File: src/hdl/lams_pkg.sv
`default_nettype none
// ----------------------------------------------------------------------------
// lams_pkg: shared constants
// default sizes, phase codes and the area width of the per-process record
// ----------------------------------------------------------------------------
package lams_pkg;
    localparam int MAX_PROCS_DEF  = 16;
    localparam int VALUE_BITS_DEF = 32;
    localparam int AREA_BITS      = 8;

    localparam logic [1:0] PH_LOAD = 2'd0;
    localparam logic [1:0] PH_SORT = 2'd1;
    localparam logic [1:0] PH_EMIT = 2'd2;
endpackage
`default_nettype wire

File: src/hdl/lams_mem.sv
`default_nettype none
// ----------------------------------------------------------------------------
// lams_mem: process state memory
// one write port, one registered read port; entry holds L, R, marks, area
// ----------------------------------------------------------------------------
module lams_mem #(
    parameter int DEPTH = 16,
    parameter int WIDTH = 74
) (
    input  wire                      aclk,
    input  wire                      we,
    input  wire [$clog2(DEPTH)-1:0]  waddr,
    input  wire [WIDTH-1:0]          wdata,
    input  wire [$clog2(DEPTH)-1:0]  raddr,
    output logic [WIDTH-1:0]         rdata
);
    logic [WIDTH-1:0] mem [DEPTH];

    always_ff @(posedge aclk) begin
        if (we) mem[waddr] <= wdata;
        rdata <= mem[raddr];
    end
endmodule
`default_nettype wire

File: src/hdl/line_array_marked_sort_core.sv
`default_nettype none
// ----------------------------------------------------------------------------
// line_array_marked_sort_core: marked neighbor-exchange sort of a line
// loads up to MAX_PROCS values, runs n-1 rounds, streams n results
// ----------------------------------------------------------------------------
// Words load one per cycle. The word with tlast, or the MAX_PROCS-th word,
// closes the run. Process state lives in one memory, which holds the
// left/right value, the marks and the area of each process. Setup walks the
// n processes. Each of the n-1 rounds sweeps the line through the memory:
// one process is read, modified and written back per cycle, and the boundary
// is carried in registers. Emission reads one process and then loads the
// output register; the next read waits until that load is done, and waits
// while the receiver holds off a full output register. Input is held off from
// the closing word until the last result is in the output register.
module line_array_marked_sort_core #(
    parameter int MAX_PROCS  = lams_pkg::MAX_PROCS_DEF,
    parameter int VALUE_BITS = lams_pkg::VALUE_BITS_DEF
) (
    input  wire         aclk,
    input  wire         aresetn,
    input  wire         s_tvalid,
    output logic        s_tready,
    input  wire  [31:0] s_tdata,   // value[31:0]
    input  wire         s_tlast,   // last
    output logic        m_tvalid,
    input  wire         m_tready,
    output logic [31:0] m_tdata,   // sorted_value[31:0]
    output logic        m_tlast    // last_res
);
    import lams_pkg::*;

    localparam int AW = $clog2(MAX_PROCS);
    localparam int CW = $clog2(MAX_PROCS + 1);
    localparam int VB = VALUE_BITS;
    localparam int EW = 2 * VB + 2 + AREA_BITS;

    // entry: {area, rmark, lmark, r, l}; values held biased (sign flipped)
    function automatic logic [VB-1:0] bias_in(input logic [31:0] raw);
        logic [VB-1:0] v;
        v = VB'({{32{raw[31]}}, raw});
        v[VB-1] = ~v[VB-1];
        return v;
    endfunction

    logic [1:0]    phase_reg;
    logic [CW-1:0] cnt_reg;      // loaded count n
    logic [CW-1:0] rnd_reg;      // rounds done
    logic [CW-1:0] pos_reg;      // sweep position
    logic          busy_reg;     // read issued last cycle
    logic [AW-1:0] busy_addr_reg;
    logic          setup_reg;

    // boundary carry of the sweep
    logic [VB-1:0] sent_reg;     // right value of i at round start
    logic          rm_reg;       // right mark of i (pending)
    logic [VB-1:0] pl_reg;       // left value of i (pending write)
    logic [AREA_BITS-1:0] pa_reg;
    logic          plm_reg;
    logic          pend_reg;

    logic          we;
    logic [AW-1:0] waddr, raddr;
    logic [EW-1:0] wdata, rdata;

    lams_mem #(.DEPTH(MAX_PROCS), .WIDTH(EW)) u_mem (
        .aclk(aclk), .we(we), .waddr(waddr), .wdata(wdata),
        .raddr(raddr), .rdata(rdata)
    );

    logic [VB-1:0] rl, rr;
    logic          rlm, rrm;
    logic [AREA_BITS-1:0] ra;
    assign rl  = rdata[VB-1:0];
    assign rr  = rdata[2*VB-1:VB];
    assign rlm = rdata[2*VB];
    assign rrm = rdata[2*VB+1];
    assign ra  = rdata[EW-1:2*VB+2];

    // output register
    logic          ov_reg;
    logic [31:0]   od_reg;
    logic          ol_reg;
    assign m_tvalid = ov_reg;
    assign m_tdata  = od_reg;
    assign m_tlast  = ol_reg;

    assign s_tready = (phase_reg == PH_LOAD);
    wire s_acc = s_tvalid && s_tready;
    wire closes = s_tlast || (cnt_reg == CW'(MAX_PROCS - 1));

    logic [CW-1:0] last_idx;
    assign last_idx = cnt_reg - CW'(1);

    // crossing logic at boundary busy_addr-1 | busy_addr
    logic [VB-1:0] x_l;          // new left of i+1
    logic [VB-1:0] back;
    logic          n_lm, n_rm;   // left mark of i+1, right mark of i
    logic [AREA_BITS-1:0] n_a;
    // local ordering of process i
    logic [VB-1:0] o_l, o_r;
    logic          o_lm, o_rm;
    always_comb begin
        x_l = rl; back = sent_reg; n_lm = rlm; n_rm = rm_reg; n_a = ra;
        if (sent_reg > rl) begin
            back = rl; x_l = sent_reg;
            if (rlm && rm_reg) begin
            end else if (rlm) begin
                n_lm = 1'b0; n_a = ra + AREA_BITS'(1); n_rm = 1'b1;
            end else if (rm_reg) begin
                n_lm = 1'b1; n_a = ra - AREA_BITS'(1); n_rm = 1'b0;
            end
        end
        o_l = pl_reg; o_r = back; o_lm = plm_reg; o_rm = n_rm;
        if (pl_reg > back) begin
            o_l = back; o_r = pl_reg; o_lm = n_rm; o_rm = plm_reg;
        end
    end

    logic emit_go;
    assign emit_go = (phase_reg == PH_EMIT) && (!ov_reg || m_tready)
                     && (pos_reg < cnt_reg) && !busy_reg;

    always_comb begin
        we = 1'b0; waddr = AW'(0); wdata = '0;
        raddr = pos_reg[AW-1:0];
        if (s_acc) begin
            we = 1'b1; waddr = cnt_reg[AW-1:0];
            wdata = {AREA_BITS'(0), 2'b00, {VB{1'b0}}, bias_in(s_tdata)};
        end else if (phase_reg == PH_SORT && busy_reg) begin
            we = 1'b1;
            if (setup_reg) begin
                waddr = busy_addr_reg;
                if (busy_addr_reg == AW'(0))
                    wdata = {{AREA_BITS{1'b1}}, 2'b10, rl, {1'b0, {(VB-1){1'b0}}}};
                else if (CW'(busy_addr_reg) == last_idx)
                    wdata = {AREA_BITS'(0), 2'b01, {1'b1, {(VB-1){1'b1}}}, rl};
                else
                    wdata = {AREA_BITS'(0), 2'b00, rl, rl};
            end else if (busy_addr_reg == AW'(0)) begin
                we = 1'b0;
            end else begin
                // write back process i = addr-1 after ordering
                waddr = busy_addr_reg - AW'(1);
                wdata = {pa_reg, o_rm, o_lm, o_r, o_l};
            end
        end else if (phase_reg == PH_SORT && pend_reg) begin
            // last process of the line: no right neighbor, no ordering
            we = 1'b1; waddr = last_idx[AW-1:0];
            wdata = {pa_reg, rm_reg, plm_reg, sent_reg, pl_reg};
        end
    end

    always_ff @(posedge aclk) begin
        if (!aresetn) begin
            phase_reg <= PH_LOAD; cnt_reg <= '0; rnd_reg <= '0; pos_reg <= '0;
            busy_reg <= 1'b0; setup_reg <= 1'b0; pend_reg <= 1'b0; ov_reg <= 1'b0;
        end else begin
            if (phase_reg == PH_EMIT && busy_reg) ov_reg <= 1'b1;
            else if (m_tready) ov_reg <= 1'b0;
            unique case (phase_reg)
                PH_LOAD: if (s_acc) begin
                    cnt_reg <= cnt_reg + CW'(1);
                    if (closes) begin
                        phase_reg <= PH_SORT; setup_reg <= 1'b1;
                        pos_reg <= '0; rnd_reg <= '0;
                    end
                end
                PH_SORT: begin
                    busy_reg <= (pos_reg < cnt_reg) && !pend_reg;
                    pend_reg <= busy_reg && !setup_reg && (CW'(busy_addr_reg) == last_idx);
                    if (busy_reg && !setup_reg) begin
                        // carry boundary to next process
                        sent_reg <= rr; rm_reg <= rrm;
                        pl_reg <= (busy_addr_reg == AW'(0)) ? rl : x_l;
                        plm_reg <= (busy_addr_reg == AW'(0)) ? rlm : n_lm;
                        pa_reg <= (busy_addr_reg == AW'(0)) ? ra : n_a;
                    end
                    if (pos_reg < cnt_reg && !pend_reg) begin
                        busy_addr_reg <= pos_reg[AW-1:0];
                        pos_reg <= pos_reg + CW'(1);
                    end else if (!busy_reg && !pend_reg) begin
                        pos_reg <= '0;
                        setup_reg <= 1'b0;
                        if (!setup_reg) rnd_reg <= rnd_reg + CW'(1);
                        if ((setup_reg ? CW'(0) : rnd_reg + CW'(1)) >= last_idx)
                            phase_reg <= PH_EMIT;
                    end
                end
                PH_EMIT: begin
                    busy_reg <= emit_go;
                    if (emit_go) begin
                        busy_addr_reg <= pos_reg[AW-1:0];
                        pos_reg <= pos_reg + CW'(1);
                    end
                    if (busy_reg) begin
                        od_reg <= 32'($signed({~(ra[AREA_BITS-1] ? rr[VB-1] : rl[VB-1]),
                                   ra[AREA_BITS-1] ? rr[VB-2:0] : rl[VB-2:0]}));
                        ol_reg <= (CW'(busy_addr_reg) == last_idx);
                        if (CW'(busy_addr_reg) == last_idx) begin
                            phase_reg <= PH_LOAD; cnt_reg <= '0; pos_reg <= '0;
                        end
                    end
                end
                default: phase_reg <= PH_LOAD;
            endcase
        end
    end

    // no input taken outside loading
    a_no_load: assert property (@(posedge aclk) disable iff (!aresetn)
        (phase_reg != PH_LOAD) |-> !s_tready) else $error("input taken while busy");
    // emitted count never passes the loaded count
    a_pos: assert property (@(posedge aclk) disable iff (!aresetn)
        (phase_reg == PH_EMIT) |-> (pos_reg <= cnt_reg)) else $error("emit overrun");
    // a last result ends the run
    a_last: assert property (@(posedge aclk) disable iff (!aresetn)
        (busy_reg && phase_reg == PH_EMIT && CW'(busy_addr_reg) == last_idx)
        |=> (phase_reg == PH_LOAD)) else $error("run did not close");
endmodule
`default_nettype wire
File: config.mk
export PLATFORM = sky130hd
export DESIGN_NAME = line_array_marked_sort_core
export DESIGN_NICKNAME = d
export VERILOG_FILES = /design/src/hdl/lams_pkg.sv /design/src/hdl/lams_mem.sv /design/src/hdl/line_array_marked_sort_core.sv
export SDC_FILE = /design/constraint.sdc
export NUM_CORES = 2
export LEC_CHECK = 0
export ABC_AREA = 1
export BUFFER_PORTS_ARGS = -buffer_cell sky130_fd_sc_hd__buf_4
export CORE_UTILIZATION = 40
export CTS_BUF_LIST = sky130_fd_sc_hd__clkbuf_2
export DETAILED_ROUTE_END_ITERATION = 6
export HOLD_SLACK_MARGIN = 0.02
export PLACE_DENSITY = 0.57
export SYNTH_ARGS = -nofsm -noshare
export SYNTH_HDL_FRONTEND = slang
export SYNTH_SLANG_ARGS = --single-unit
export TNS_END_PERCENT = 50
File: constraint.sdc
create_clock -name aclk -period 13.4 [get_ports aclk]
set_input_delay 1.34 -clock aclk [delete_from_list [all_inputs] [get_ports aclk]]
set_output_delay 1.34 -clock aclk [all_outputs]
set_load 0.01 [all_outputs]
# ---- After elaboration in Yosys (flattened, before gate mapping)
# Memory sizes are Yosys's and may differ from the RTL's. A register that Yosys moved wholly into a read port is not among the register bits.
# Cells that the tools add are included.
dict set report word_totals {
  register_bits 132
  ram_bits 1184
  mem_count 1
}
# memory depth word_bits read_ports rd_clocked_by_memory_dff write_ports line_no
set mem_list {}
lappend mem_list {u_mem.mem 16 74 1 1 1 lams_mem.sv:17} ;# logic [WIDTH-1:0] mem [DEPTH];
dict set report op_classes {
  bitwise 2
  add_sub_neg 7
  mux 77
  n_lt_le_gt_ge 4
  n_eq_ne 15
  n_reduce_logical 33
}
# operator n
set op_table {}
lappend op_table {{$mux W74} 6}
lappend op_table {{$mux W32} 5}
lappend op_table {{$mux W5} 14}
lappend op_table {{$mux W65} 1}
lappend op_table {{$gt A32 B32 Y1} 2}
lappend op_table {{$mux W8} 5}
lappend op_table {{$mux W31} 1}
lappend op_table {{$mux W4} 7}
lappend op_table {{$mux W1} 24}
lappend op_table {{$pmux W5 S2} 2}
lappend op_table {{$add A5 B1 Y5 const B} 3}
lappend op_table {{$pmux W5 S3} 1}
lappend op_table {{$mux W2} 7}
lappend op_table {{$logic_and A1 B1 Y1} 12}
lappend op_table {{$ne A2 B1 Y1 const B} 6}
lappend op_table {{$reduce_and A4 Y1} 3}
lappend op_table {{$add A8 B1 Y8 const B} 1}
lappend op_table {{$ne A2 B2 Y1 const B} 4}
lappend op_table {{$pmux W4 S2} 1}
lappend op_table {{$reduce_bool A2 Y1} 4}
lappend op_table {{$sub A8 B1 Y8 const B} 1}
lappend op_table {{$reduce_and A7 Y1} 1}
lappend op_table {{$pmux W2 S3} 1}
lappend op_table {{$reduce_and A3 Y1} 2}
lappend op_table {{18 further kinds} 24}

# ---- Depth between registers and ports, before layout
dict set report depth {
  depth_word 9
  ltp_mapped 36
}

# ---- By module
# Synthesis repeated with hierarchy kept, for this count alone.
dict set report hier_totals {
  cells_unflattened 6525
  hier_area_um2 63900.0
}
# mod area_each_um2 cells_each instances
set modules_own_cells {}
lappend modules_own_cells {lams_mem 52476.6 4864 1}
lappend modules_own_cells {line_array_marked_sort_core 11423.5 1661 1}

# ---- Worst setup path before layout
# OpenSTA, ideal clock, no wires.
dict set report synth_timing {
  path_type {input-to-reg}
  start {input port s_tvalid}
  end {memory u_mem.mem[0][0], enable pin}
  t_arrival_ns 7.628
  setup_slack_ns 5.132
  path_stages 7
  setup_time_ns 0.640
  required_time_ns 12.760
  cell_sequence {nand2_1 -> inv_2 -> a21oi_1 -> a22oi_1 -> inv_1 -> nand2_1 -> a311oi_1}
}
dict set report synth_between {
  elab_chain_len 4
}
# element line_no
set synth_lines {}
lappend synth_lines {{start: declaration} line_array_marked_sort_core.sv:21} ;# input wire s_tvalid,
lappend synth_lines {{$logic_and A1 B1 Y1 *} line_array_marked_sort_core.sv:88} ;# wire s_acc = s_tvalid && s_tready;
lappend synth_lines {{$mux W1} line_array_marked_sort_core.sv:126} ;# if (s_acc) begin
lappend synth_lines {{$mux W1} lams_mem.sv:20} ;# if (we) mem[waddr] <= wdata;
lappend synth_lines {{$mux W1 (not written as such)} lams_mem.sv:20}
lappend synth_lines {{end: declaration} lams_mem.sv:17}
# Mark *: on every way between the ends. The rest lies on a longest branch, timed or not.

# ---- Worst setup path after layout
dict set report layout_timing {
  start {register sent_reg[27]}
  end {memory u_mem.mem[10][64] (data pin)}
}
dict set report layout_between {
  elab_chain_len 8
}
# element line_no
set layout_lines {}
lappend layout_lines {{start: declaration} line_array_marked_sort_core.sv:54} ;# logic [VB-1:0] sent_reg;
lappend layout_lines {{start signal: assignment} line_array_marked_sort_core.sv:173} ;# sent_reg <= rr; rm_reg <= rrm;
lappend layout_lines {{$gt A32 B32 Y1} line_array_marked_sort_core.sv:104} ;# if (sent_reg > rl) begin
lappend layout_lines {{$mux W32} line_array_marked_sort_core.sv:104}
lappend layout_lines {{$gt A32 B32 Y1} line_array_marked_sort_core.sv:114} ;# if (pl_reg > back) begin
lappend layout_lines {{$mux W1 *} line_array_marked_sort_core.sv:114}
lappend layout_lines {{$mux W74 *} line_array_marked_sort_core.sv:139} ;# end else if (busy_addr_reg == AW'(0)) begin
lappend layout_lines {{$mux W74 *} line_array_marked_sort_core.sv:131} ;# if (setup_reg) begin
lappend layout_lines {{$mux W74 *} line_array_marked_sort_core.sv:129} ;# end else if (phase_reg == PH_SORT && busy_reg) begin
lappend layout_lines {{$mux W74 *} line_array_marked_sort_core.sv:126}
lappend layout_lines {{named net u_mem.wdata[64]} lams_mem.sv:13} ;# input wire [WIDTH-1:0] wdata,
# Mark *: on every way through the listed nets, which the timed path passes. The rest lies on a longest branch.

==> impl_metrics.yaml <==
status:
  run_status: "finished with violations"
  violations: "design-rule violations"
worst_setup_path:
  worst_r2r_endpoint: "u_mem.mem[10][64]$_DFFE_PP_"
  startpoint_types: "register"
  worst_r2r_startpoint: "sent_reg[27]$_DFFE_PP_"
  endpoint_kind: "register"
  worst-r2r-cell-count: 21
  crit_slowest_cell: "a21oi_1"
  worst_path_max_fanout: 66
  max_stage_delay_ns: 0.94
  setup.worst_path.class: "register to register"
  timing.reg2reg.setup_slack_ns: 5.97
  timing.critical_path.arrival_ns: 8.66
  crit_path_cell_trace: "ha_1, nand4_1, nor3_1, and2b_2, nand4_4, nand2_4, nand2_1, and2_1, ha_1, a21oi_1, o21ai_0, a21oi_1, nand2_1, nand2_2, nand2_4, nand2_2, buf_4, a21oi_1, nand2_1, nand2_1, a21oi_1"
  critPathRequiredTime_ns: 14.63
pwr:
  power.static_leakage_nw: 22.62
  ir_worst_vdd_v: 0.0001619
  total_power_mw: 11.91
  internal_power_mw: 7.584
  power.density_cell_area_nw_per_um2: 186.5
  total_switching_power_mw: 4.330
  clkPwrFrac: 0.231
  switching_share: 0.3635
  seq_power_share: 0.499
  portion_of_total_power_attributed_to_combinational_logic: 0.270
synthesis:
  syn_inst: 4880
  dominantRegCellSynth: "edfxtp_1"
  synth_async_sr_flop_share: 0
  synth.yosys.seq_area_share: 0.7000
  yosys.cell_types.count: 49
  synthesis.area_um2: 58270
  yosys_warnings: 0
  synth_enable_flop_cells: 1295
  avgSynthCellArea_um2: 11.94
  mappedNetlistNets: 5001
  count_of_state_elements_after_synthesis: 1390
global_route:
  routing_usage_on_met3: 0.04254
  vias_in_the_first_global_route: 39170
  global_route.overflow_total: 0
  grt.total_usage: 0.2339
  grt_util_met1: 0.3329
  initial_antenna_violation_count: 6
  grt_first_pass_wirelength_um: 256500
  global_route.peak_usage_layer: "met2"
  grt_max_degree: 235
  use_met2: 0.3607
die:
  die_y_um: 383.7
  core_area_um2: 144000
  area_of_the_die_um2: 147200
  total_i_o_pin_count: 72
  die_x_um: 383.7
  placement_rows: 139
  initial_utilization: 0.4046
hold_path:
  worstHoldEndpoint: "u_mem.mem[0][17]$_DFFE_PP_"
  hold-path-cell-count: 3
  worstHoldPathType: "input pin to register"
  hold_path.startpoint: "s_tdata[17]"
routing:
  ant_nets: 0
  routed_wirelength_um: 175200
  drt_pass1_iterations: 7
  drtIter0Drc: 4673
  overall_via_count_from_detail_route: 41230
  route.detailed.drc: 14
  wl_per_cell_um: 24.22
  drt-vias-per-instance: 5.699
cts:
  post_cts.repair.setup_buffers: 0
  clock_path_buffers: 4
  worstSkewPairLatency_ns: 1.68
  worst_setup_hold_path_clk_slew_ns: 0.12
  numCtsBuffers: 350
  tritoncts: "done"
  ctsRootBufferMaster: "clkbuf_2"
  h-tree-depth: 5
  tritoncts_num_sinks: 1390
sta:
  timing_worst_slew_pin_value_ns: 1.380
  final_hold_viol_count: 0
  setup_repair_after_global_routing_missed_its_margin: "no"
  final_max_slew_viol_count: 0
  highest_attainable_clock_frequency_mhz: 134.5
  min_clock_period_post_route_ns: 7.435
  setup-violations-final: 0
  timing.setup.tns_ns: 0
  finalWorstSetupSlack_ns: 5.965
  clock_skew_ns: 0.1183
  timing.final.crit_share: 0.5548
  slew-limit-headroom: 0.07978
layout:
  number_of_flip_flops_under_the_largest_register_name: 1184
  largest-register: "u_mem.mem"
  reg.largest.list: "u_mem.mem: 1184 flops, u_mem.rdata: 74 flops"
  finalNetCount: 5193
  layout-drive-gt1-share: 0.1503
  layout-area-overhead-vs-synth_pct: 9.618
  finish.instance_area_um2: 63870
place:
  routabilityCongestion: 0.8822
  place_ws_ns: 6.227
  detailed_place.area_um2: 60810
  post-dp-hpwl_um: 90780
  io_buffer_count: 71
job:
  count_of_max_cap_constraint_violations: 0
-- final cells by class --
cell class	instances	area, um2
clock inverters	80	367.9
repair buffers	173	1329
clock buffers	531	2658
inverters	167	648.1
diodes	1	2.502
fillers	13380	80130
flip-flops and latches	1390	40810
well taps	1903	2381
multi-input cells	2990	15680
-- cells in the mapped netlist (all sizes together), types with 4 or more instances --
cell type | n | area share
nand2 | 603 | 0.039
buf | 68 | 0.0059
a22oi | 4 | 0.00052
o221ai | 226 | 0.034
inv | 164 | 0.011
dfxtp | 95 | 0.033
a21oi | 193 | 0.018
a31oi | 34 | 0.0037
xor2 | 14 | 0.0021
o21ai | 690 | 0.059
nor2 | 689 | 0.045
o211ai | 72 | 0.0093
edfxtp | 1295 | 0.67
o22ai | 73 | 0.0078
ha | 84 | 0.018
nand4 | 12 | 0.0015
clkbuf | 265 | 0.017
nor3 | 13 | 0.0012
and2 | 32 | 0.0034
nand3 | 225 | 0.019
-- layer usage --
metal | vias to the layer above | share of wire
met5 | - | 0.000057
met3 | 256 | 0.081
li1 | 18560 | -
met1 | 20430 | 0.44
met2 | 1979 | 0.46
met4 | 2 | 0.022
-- power by group through the flow --
stage | clock [mW] | sequential [mW] | combinational, mW
6_report | 2.76 | 5.94 | 3.21
5_1_grt | 3.04 | 6.00 | 3.49
4_1_cts | 2.82 | 5.94 | 3.17
3_5_place_dp | 0 | 6.04 | 3.16
3_3_place_gp | 0 | 6.02 | 3.15
2_1_floorplan | 0 | 5.97 | 2.09
-- placed cells by master, fill, tap and decap left out, drive strengths merged, types with 3 or more instances in the layout --
cell	synthesis	final
a21oi	193	193
a22oi	4	4
a31oi	34	34
and2	32	32
buf	68	171
clkbuf	265	531
clkinv	3	74
dfxtp	95	95
edfxtp	1295	1295
ha	84	84
inv	164	170
nand2	603	603
nand3	225	225
nand4	12	12
nor2	689	689
nor3	13	13
o211ai	72	72
o21a	3	3
o21ai	690	690
o21bai	3	3
o221ai	226	226
o22ai	73	73
xnor2	3	3
xor2	14	14
-- cell families after synthesis --
group,Yosys count,synth area share
xor gates and xnor gates,17,0.002555
buffers and inverters,500,0.03378
AOI/OAI and AO/OA,1309,0.1350
and+or+nand+nor,1580,0.1107
DFF,1390,0.7000
adders and majority gates,84,0.01804
-- worst max-delay path: cells and delay by family (launching register included) --
kind | cells | cell delay, ns
compound gates | 5 | 1.60
fa+ha+maj | 2 | 0.64
buf+inv | 1 | 0.74
flops | 1 | 0.45
simple gates | 13 | 3.54
-- through the flow --
stage	cells	hold WS [ns]	util
after floorplan	4880	0.3855	-
after global placement	6620	0.3880	0.4223
after detailed placement	6620	0.3990	0.4223
after CTS	7233	0.02180	0.4435
after global routing	7235	0.1402	0.4436
final	7235	0.2408	0.4436
-- repair_timing --
item / in CTS / in global routing
hold endpoints to repair: 21 / 0
gates resized for setup: 0 / 0
hold buffers: 2 / 0
-- worst max path at each step --
stage / from / end / slack, ns / cells after the start
after global placement: sent_reg[27]$_DFFE_PP_ / u_mem.mem[15][9]$_DFFE_PP_ / 6.27 / 24
after detailed placement: sent_reg[27]$_DFFE_PP_ / u_mem.mem[15][15]$_DFFE_PP_ / 6.23 / 24
after floorplan: s_tvalid / u_mem.mem[0][0]$_DFFE_PP_ / 5.13 / 7
after CTS: u_mem.rdata[31]$_DFF_P_ / u_mem.mem[12][7]$_DFFE_PP_ / 6.16 / 25
after global routing: u_mem.rdata[31]$_DFF_P_ / u_mem.mem[10][64]$_DFFE_PP_ / 5.73 / 22
final: sent_reg[27]$_DFFE_PP_ / u_mem.mem[10][64]$_DFFE_PP_ / 5.97 / 21
Power figures use the tool's default switching activity.
